===== src/sv/kiss_fd_pkg.sv =====
// shared constants and types for the kiss frame deframer
`default_nettype none

package kiss_fd_pkg;

    // framing bytes
    localparam logic [7:0] KISS_FEND  = 8'hC0;
    localparam logic [7:0] KISS_FESC  = 8'hDB;
    localparam logic [7:0] KISS_TFEND = 8'hDC;
    localparam logic [7:0] KISS_TFESC = 8'hDD;

    // longest payload kept before a frame is dropped as oversized
    localparam int unsigned MAX_PAYLOAD = 508;
    localparam int unsigned LEN_W       = 9;
    localparam int unsigned CNT_W       = 32;

    localparam logic [LEN_W-1:0] MAX_LEN = LEN_W'(MAX_PAYLOAD);

    // input item kinds carried on tuser
    localparam logic REQ_BYTE    = 1'b0;
    localparam logic REQ_TIMEOUT = 1'b1;

    // result item kinds carried on tlast
    localparam logic KIND_PAYLOAD = 1'b0;
    localparam logic KIND_END     = 1'b1;

    typedef enum logic [1:0] {
        ST_GOOD    = 2'd0,
        ST_DISCARD = 2'd1,
        ST_ABORT   = 2'd2
    } t_status;

    // result tdata layout, lowest bit first
    localparam int unsigned OUT_FIELDS_W = 8 + 8 + LEN_W + 2 + CNT_W + CNT_W;
    localparam int unsigned OUT_DATA_W   = ((OUT_FIELDS_W + 7) / 8) * 8;

endpackage

`default_nettype wire


===== src/sv/kiss_frame_deframer.sv =====
// kiss frame deframer: decodes a received byte stream into payload and frame-end items
//
// slave stream: one item per accepted beat; tuser is the item kind
//   (received byte or idle timeout from an external timer), tdata the raw byte.
// master stream: zero or one result item per input item. tlast marks a frame-end
//   item (status good, discarded or aborted); tlast low is an unescaped payload
//   byte. tdata carries command, payload byte, length or position, status and the
//   two running error counters.
// path: an accepted item sits in the input register, is decoded by a single pass
//   of logic and lands in the output register, from which the master side takes it.
// throughput: one item per cycle while the output side is not stalled, set by the
//   state update between the input register and the output register.
// reset (i_rst_n low at a clock edge) clears both pipeline valid bits, both
//   counters and the framing state but the command byte, and holds s_axis_tready
//   low; the block starts unsynchronized, ignoring all up to the first frame delimiter.
// stall: while the output register holds an untaken result the input register
//   waits, and s_axis_tready drops only when both are full; items that produce
//   no result still need the output side free to pass the decode stage.
`default_nettype none

module kiss_frame_deframer
    import kiss_fd_pkg::*;
(
    input  wire                   i_clk,
    input  wire                   i_rst_n,
    input  wire                   s_axis_tvalid,
    output logic                  s_axis_tready,
    input  wire  [7:0]            s_axis_tdata,   // rx_byte [7:0]
    input  wire                   s_axis_tuser,   // req_type [0]
    output logic                  m_axis_tvalid,
    input  wire                   m_axis_tready,
    // command_code [7:0], payload_byte [15:8], frame_length [24:16],
    // frame_status [26:25], malformed_count [58:27], oversized_count [90:59], zero
    output logic [OUT_DATA_W-1:0] m_axis_tdata,
    output logic                  m_axis_tlast    // out_kind
);

    // input register
    logic       r_in_vld;
    logic       r_in_type;
    logic [7:0] r_in_byte;

    // framing state
    logic             r_in_sync, n_in_sync;
    logic             r_have_cmd, n_have_cmd;
    logic             r_esc, n_esc;
    logic             r_discard, n_discard;
    logic [7:0]       r_cmd, n_cmd;
    logic [LEN_W-1:0] r_len, n_len;
    logic [CNT_W-1:0] r_mal, n_mal;
    logic [CNT_W-1:0] r_over, n_over;

    // output register
    logic             r_out_vld;
    logic             r_out_kind, n_out_kind;
    logic [7:0]       r_out_cmd;
    logic [7:0]       r_out_byte, n_out_byte;
    logic [LEN_W-1:0] r_out_len, n_out_len;
    t_status          r_out_status, n_out_status;
    logic             n_emit;

    logic advance;
    logic step;

    // decode stage moves when the output register is empty or being drained
    assign advance       = !r_out_vld || m_axis_tready;
    assign step          = r_in_vld && advance;
    assign s_axis_tready = i_rst_n && (!r_in_vld || advance);

    always_comb begin
        logic [7:0] b;
        logic       go_payload;
        b            = r_in_byte;
        go_payload   = 1'b0;
        n_in_sync    = r_in_sync;
        n_have_cmd   = r_have_cmd;
        n_esc        = r_esc;
        n_discard    = r_discard;
        n_cmd        = r_cmd;
        n_len        = r_len;
        n_mal        = r_mal;
        n_over       = r_over;
        n_emit       = 1'b0;
        n_out_kind   = KIND_PAYLOAD;
        n_out_byte   = 8'd0;
        n_out_len    = r_len;
        n_out_status = ST_GOOD;

        if (r_in_type == REQ_TIMEOUT) begin
            // idle timeout aborts a started frame and drops sync
            if (r_have_cmd) begin
                n_mal        = r_mal + CNT_W'(1);
                n_emit       = 1'b1;
                n_out_kind   = KIND_END;
                n_out_status = ST_ABORT;
                n_in_sync    = 1'b0;
                n_have_cmd   = 1'b0;
                n_esc        = 1'b0;
                n_discard    = 1'b0;
                n_len        = '0;
            end
        end else if (r_in_byte == KISS_FEND) begin
            // delimiter: close the frame, an open escape makes it bad
            if (r_in_sync && r_have_cmd) begin
                n_emit     = 1'b1;
                n_out_kind = KIND_END;
                if (r_esc || r_discard) begin
                    n_out_len    = '0;
                    n_out_status = ST_DISCARD;
                end
            end
            if (r_esc) begin
                n_mal = r_mal + CNT_W'(1);
            end
            n_in_sync  = 1'b1;
            n_have_cmd = 1'b0;
            n_esc      = 1'b0;
            n_discard  = 1'b0;
            n_len      = '0;
        end else if (r_in_sync && !r_discard) begin
            if (!r_have_cmd) begin
                n_cmd      = r_in_byte;
                n_have_cmd = 1'b1;
            end else if (r_esc) begin
                n_esc = 1'b0;
                if (r_in_byte == KISS_TFEND) begin
                    b          = KISS_FEND;
                    go_payload = 1'b1;
                end else if (r_in_byte == KISS_TFESC) begin
                    b          = KISS_FESC;
                    go_payload = 1'b1;
                end else begin
                    // bad escape sequence
                    n_mal     = r_mal + CNT_W'(1);
                    n_discard = 1'b1;
                    n_len     = '0;
                end
            end else if (r_in_byte == KISS_FESC) begin
                n_esc = 1'b1;
            end else begin
                go_payload = 1'b1;
            end

            if (go_payload) begin
                if (r_len >= MAX_LEN) begin
                    n_over    = r_over + CNT_W'(1);
                    n_discard = 1'b1;
                    n_len     = '0;
                    n_esc     = 1'b0;
                end else begin
                    n_emit     = 1'b1;
                    n_out_byte = b;
                    n_len      = r_len + LEN_W'(1);
                end
            end
        end
    end

    // control registers
    always_ff @(posedge i_clk) begin
        if (!i_rst_n) begin
            r_in_vld   <= 1'b0;
            r_out_vld  <= 1'b0;
            r_in_sync  <= 1'b0;
            r_have_cmd <= 1'b0;
            r_esc      <= 1'b0;
            r_discard  <= 1'b0;
            r_len      <= '0;
            r_mal      <= '0;
            r_over     <= '0;
        end else begin
            if (s_axis_tready) begin
                r_in_vld <= s_axis_tvalid;
            end
            if (advance) begin
                r_out_vld <= step && n_emit;
            end
            if (step) begin
                r_in_sync  <= n_in_sync;
                r_have_cmd <= n_have_cmd;
                r_esc      <= n_esc;
                r_discard  <= n_discard;
                r_len      <= n_len;
                r_mal      <= n_mal;
                r_over     <= n_over;
            end
        end
    end

    // payload registers
    always_ff @(posedge i_clk) begin
        if (s_axis_tready && s_axis_tvalid) begin
            r_in_type <= s_axis_tuser;
            r_in_byte <= s_axis_tdata;
        end
        if (step) begin
            r_cmd <= n_cmd;
        end
        if (step && n_emit) begin
            r_out_kind   <= n_out_kind;
            r_out_cmd    <= r_cmd;
            r_out_byte   <= n_out_byte;
            r_out_len    <= n_out_len;
            r_out_status <= n_out_status;
        end
    end

    // counters shown with a result are those after its own step
    logic [CNT_W-1:0] r_out_mal;
    logic [CNT_W-1:0] r_out_over;

    always_ff @(posedge i_clk) begin
        if (step && n_emit) begin
            r_out_mal  <= n_mal;
            r_out_over <= n_over;
        end
    end

    assign m_axis_tvalid = r_out_vld;
    assign m_axis_tlast  = r_out_kind;
    assign m_axis_tdata  = OUT_DATA_W'({r_out_over, r_out_mal, r_out_status,
                                        r_out_len, r_out_byte, r_out_cmd});

endmodule

`default_nettype wire


===== config.mk =====
export PLATFORM = sky130hd
export DESIGN_NAME = kiss_frame_deframer
export DESIGN_NICKNAME = d
export VERILOG_FILES = /design/src/sv/kiss_fd_pkg.sv /design/src/sv/kiss_frame_deframer.sv
export SDC_FILE = /design/constraint.sdc
export NUM_CORES = 1
export LEC_CHECK = 0
export ABC_AREA = 1
export BUFFER_PORTS_ARGS = -buffer_cell sky130_fd_sc_hd__buf_4
export CAP_MARGIN = 20
export CORE_MARGIN = 8
export CORE_UTILIZATION = 50
export DETAILED_ROUTE_END_ITERATION = 8
export GPL_TIMING_DRIVEN = 0
export PLACE_DENSITY = 0.8
export SLEW_MARGIN = 0
export SYNTH_ARGS = -nofsm -noshare
export SYNTH_HDL_FRONTEND = slang
export SYNTH_SLANG_ARGS = --single-unit

===== constraint.sdc =====
create_clock -name i_clk -period 4.2 [get_ports i_clk]
set_clock_uncertainty 0.2 [all_clocks]
set_input_delay 0.84 -clock i_clk [delete_from_list [all_inputs] [get_ports i_clk]]
set_output_delay 0.84 -clock i_clk [all_outputs]
set_load 0.02 [all_outputs]

After elaboration in Yosys (flattened, before gate mapping):

Cells that the tools add are included.

* flip-flop bits (word level): 188
* input bits: 13

* $add $sub $neg: 3
* $lt $le $gt $ge: 1
* equal/unequal tests: 7
* muxes and demuxes: 77
* bitwise gates (word level): 5
* reduce and logical (&&, ||, !) cells: 22

Operators with widths (number)
* 32-bit 2-to-1 mux: 14
* 9-bit 2-to-1 mux: 14
* 32-bit by 1-bit adder with 32-bit output, second input constant: 2
* 1-bit 2-to-1 mux: 43
* 8-bit == test, second input constant: 4
* 8-bit 2-to-1 mux: 4
* 9-bit by 1-bit adder with 9-bit output, second input constant: 1
* 9-bit >= comparator, second input constant: 1
* 4-bit by 3-bit != test with 1-bit output, second input constant: 2
* 7-bit AND reduction: 1
* 1-bit logical AND: 6
* 3-bit AND reduction: 2
* 3-bit nonzero test: 2
* 1-bit inverter: 5
* 5-bit AND reduction: 1
* 5-bit OR reduction: 1
* 2-bit 2-to-1 mux: 2
* 4-bit nonzero test: 1
* 1-bit logical NOT: 3
* 1-bit logical OR: 3
* 2-bit by 1-bit != test with 1-bit output, second input constant: 1
* 2-bit AND reduction: 1
* 2-bit nonzero test: 1

Longest topological paths before layout:

* depth in word-level cells: 13
* mapped depth: 14
* mapped depth without buffers: 14

Least setup slack after synthesis:

No wires, ideal clock.

* path kind: input-to-reg
* start: input m_axis_tready
* end: register r_out_kind (netlist: m_axis_tlast) (enable)
* library setup time: 0.446 ns
* data arrival time: 3.263 ns
* slack: 0.291 ns
* stages: 7
* path buffers: 1
* cell sequence: inv_1 nand2_1 nand2_1 clkbuf_1 nor2_1 nand2_1 inv_1

* longest elaborated chain between the ends: 3

RTL lines
* start, declared: line kiss_frame_deframer.sv:31 `input wire m_axis_tready,`
* 1-bit logical OR: line kiss_frame_deframer.sv:66 `assign advance = !r_out_vld || m_axis_tready;`
* 1-bit logical AND: line kiss_frame_deframer.sv:67 `assign step = r_in_vld && advance;`
* 1-bit logical AND: line kiss_frame_deframer.sv:199 `if (step && n_emit) begin`
* end signal, assigned: line kiss_frame_deframer.sv:200 `r_out_kind <= n_out_kind;`
* end, declared: line kiss_frame_deframer.sv:55 `logic r_out_kind, n_out_kind;`

Every way passes these cells.
A chain may end at the register's enable or synchronous reset.

Final worst setup path:

* start: register r_in_byte[6]
* end: register r_out_mal[21] (enable)

* longest elaborated chain between the ends: 13
* elaborated cells on any way between the ends: 17
* those cells by class: eq/ne: 4; mux: 12; reduce/logical: 1

RTL lines
* start, declared: line kiss_frame_deframer.sv:41 `logic [7:0] r_in_byte;`
* start signal, assigned: line kiss_frame_deframer.sv:194 `r_in_byte <= s_axis_tdata;`
* 8-bit == test: line kiss_frame_deframer.sv:129 `end else if (r_in_byte == KISS_TFESC) begin`
* 1-bit 2-to-1 mux: line kiss_frame_deframer.sv:129
* 1-bit 2-to-1 mux: line kiss_frame_deframer.sv:126 `if (r_in_byte == KISS_TFEND) begin`
* 1-bit 2-to-1 mux: line kiss_frame_deframer.sv:124 `end else if (r_esc) begin`
* 1-bit 2-to-1 mux: line kiss_frame_deframer.sv:121 `if (!r_have_cmd) begin`
* 1-bit 2-to-1 mux: line kiss_frame_deframer.sv:120 `end else if (r_in_sync && !r_discard) begin`
* 1-bit 2-to-1 mux: line kiss_frame_deframer.sv:102 `end else if (r_in_byte == KISS_FEND) begin`
* 1-bit 2-to-1 mux: line kiss_frame_deframer.sv:89 `if (r_in_type == REQ_TIMEOUT) begin`
* 1-bit 2-to-1 mux: line kiss_frame_deframer.sv:144 `if (go_payload) begin`
* 1-bit 2-to-1 mux: line kiss_frame_deframer.sv:120
* 1-bit 2-to-1 mux (*): line kiss_frame_deframer.sv:102
* 1-bit 2-to-1 mux (*): line kiss_frame_deframer.sv:89
* 1-bit logical AND (*): line kiss_frame_deframer.sv:213 `if (step && n_emit) begin`
* end signal, assigned: line kiss_frame_deframer.sv:214 `r_out_mal <= n_mal;`
* end, declared: line kiss_frame_deframer.sv:209 `logic [CNT_W-1:0] r_out_mal;`

Every way passes the cells marked *; elsewhere a longest branch is shown, timed or not. The select of a mux whose other input is x is not followed.

==> metrics <==
first-pass GRT wire length 41.41 mm; top cells by area, synth edfxtp_1 (33%), dfxtp_1 (16%), nand2_1 (12%); CTS tree done; RSZ-0062 raised after global routing no; Min Clock Period, post-route 3235 ps; Mapped Area 0.009817 sq mm; CTS Buffer Depth 2; register area share after synthesis 0.4945; pin count of the biggest net entering global routing 49; CP arrival 3160 ps; fin crit share 0.7702; fraction of registers with async set/reset 0; TritonCTS Buffers 17; CTS hold repair buffers 0; Post-route DRC 0; antenna violations before repair 0; largest family of logic cells by synthesized area simple AND/OR/NAND/NOR gates; worst min path class reg -> reg; core area 0.01940 sq mm; Synth Area in Simple Gates 0.2589; CP max stage delay 460 ps; Synth Area in XOR/XNOR 0.02307; FILL cells 1710; nets 1380; Critical Path RT 4130 ps; ANT nets after route 0; worst-margin pin slew 952.6 ps; fmax 0.3091 GHz; post-synth top area cell edfxtp_1; Resized Gates After CTS 0; Starting Density 0.5061; area growth from synthesis to layout 18.47%; htree depth 4; clock-pin slew on the worst setup and hold paths 70 ps; slew margin rel. 0.3596; via/cell ratio 5.353; width of the die 156.1 um; die area 0.02437 sq mm; Synth Register Bits 188; Worst setup EP type flop; GRT Resource Usage Total 0.2139; worst path cell trace nand2_2 > inv_1 > nand2_1 > nor2_1 > nand2_1 > clkbuf_1 > nand2_1 > nand3_1 > nand2_1 > inv_4 > buf_16; Clock Sinks 188; status complete, no violations; CP Buf/Inv Count 4; Synth warnings 0; dominant synthesized flop cell edfxtp_1; crit-path max FO 48; grt ovf 0; 1st-iter DRT viols 828; power per standard cell area 348.9 mW/mm^2; wirelength, routed 25.96 mm; Post-Syn Instances 1233; Ports 112; Ant. Diodes 0; dpl hpwl 18.86 mm; Compound-Gate Fraction of Synth Area 0.1169; slowest cell on the critical path clkbuf_1; number of max-cap violations 0; Post-synth EDFFs 109; IO Port Bufs 106; Vias 8784; Worst-Skew Late Latency 450 ps; vias in the first global route 8412; layout cells sized above 1 0.1664; DR WL/cell 15.82 um; Initial DRT Pass Iterations 6; mux contribution to synthesized area 0; Max IR drop VDD 298.1 uV; fraction of the mapped netlist area in adder cells 0.005098; GPL Wtd Cong 0.9223; post-CTS setup buffer count 0; total power 4.057 mW; Max Slew Vio Count 0; Netlist cell types 48; root buffer cell clkbuf_16; Critical Path Source Type flop; Critical Path Most Common Cell nand2_1; CP delay by family, top buffers and inverters; Mapped Avg Cell Area 7.962 sq um; # setup viols final 0; row count 51; setup TNS 0 ps; post-synth top area share 0.3334; Setup Crit Path Kind reg -> reg; leakage power 5.032 nW; Die H 156.1 um; Final Hold Vio Count 0
==> routing by layer <==
metal  global-route usage  part of all wire  up-vias
met2               0.3617              0.49      391
li1                     -                 -     4270
met3              0.04543             0.081       64
met1               0.2570              0.40     4059
met5                    0                 0        -
met4              0.09840             0.027        0
==> cells in the final DEF, fill, tap and decap left out, types with 3 or more instances in the layout <==
cell and n:
a21oi_1 92, buf_1 3, buf_2 3, buf_4 115
buf_6 5, clkbuf_1 26, clkbuf_16 19, clkinv_1 3
conb_1 5, dfxtp_1 79, edfxtp_1 109, ha_1 4
inv_1 181, inv_2 7, inv_6 5, nand2_1 312
nand2_2 18, nand3_1 79, nand3_2 4, nand4_1 23
nor2_1 80, nor2_2 15, nor2_4 3, nor3_1 19
o211ai_1 14, o21ai_0 41, o21ai_1 40, o21ai_2 11
xnor2_1 4, xor2_1 20
==> cells in the mapped netlist (3+ instances only) <==
master and count:
nor2_2 15, buf_2 3, nor2_4 3, o21ai_0 41
o21ai_2 11, edfxtp_1 109, buf_6 5, nand2_1 312
nand3_2 4, clkbuf_1 26, nor2_1 80, buf_4 9
inv_2 7, clkinv_1 3, nand2_2 18, ha_1 4
xor2_1 20, xnor2_1 4, buf_1 3, nand4_1 23
inv_1 182, dfxtp_1 79, nand3_1 79, a21oi_1 92
o21ai_1 40, o211ai_1 14, nor3_1 19
==> flip-flops by register name (all words and copies together) (netlist names), 2 cells and up <==
name and count:
r_out_len 9, r_out_mal 32, r_mal 32, r_len 9
r_in_byte 8, r_cmd 8, r_over 32, r_out_cmd 8
r_out_status 2, r_out_byte 8, r_out_over 32
==> cells by family after synthesis <==
group           after synthesis
flops                       188
xor+xnor                     25
buf+inv                     240
simple gates                567
fa+ha+maj                     4
other cells                   1
compound gates              208
==> final cells by class <==
class / count / area (sq um) / area share
Buffer: 48 / 272.8 / 0.02345
Clock buffer: 20 / 489.2 / 0.04207
Timing Repair Buffer: 107 / 823.3 / 0.07079
Inverter: 192 / 723.2 / 0.06218
Sequential cell: 188 / 4855 / 0.4174
Tap cell: 265 / 331.6 / 0.02851
Clock inverter: 12 / 145.1 / 0.01248
Multi-Input combinational cell: 809 / 3990 / 0.3431
==> metrics by stage <==
stage / hold slack (ps) / util / std cells / cell area (sq um) / worst slack, ps
after floorplan: 200.3 / - / 1237 / 9832 / 291.0
after global placement: 203.1 / 0.5650 / 1608 / 10960 / -843.1
after detailed placement: 206.6 / 0.5668 / 1609 / 11000 / 898.9
after CTS: 222.4 / 0.5995 / 1641 / 11630 / 936.3
after global routing: 223.0 / 0.5995 / 1641 / 11630 / 753.4
final: 221.8 / 0.5995 / 1641 / 11630 / 965.2
==> worst paths after layout <==
path	end	depth (start not counted)	slack, ps	from
min	r_out_cmd[0]$_DFFE_PP_	0	220	r_cmd[0]$_DFFE_PP_
max reg2reg	r_out_mal[21]$_DFFE_PP_	11	970	r_in_byte[6]$_DFFE_PP_
min reg2reg	r_out_cmd[0]$_DFFE_PP_	0	220	r_cmd[0]$_DFFE_PP_
max	r_out_mal[21]$_DFFE_PP_	11	970	r_in_byte[6]$_DFFE_PP_
==> report_power, final <==
| group | internal, mW | switching [mW] | leakage (nW) |
|---|---|---|---|
| registers | 2.00 | 0.0424 | 1.66 |
| logic | 0.0912 | 0.195 | 3.06 |
| clock network | 0.982 | 0.751 | 0.316 |
(Power assumes the default switching activity.)
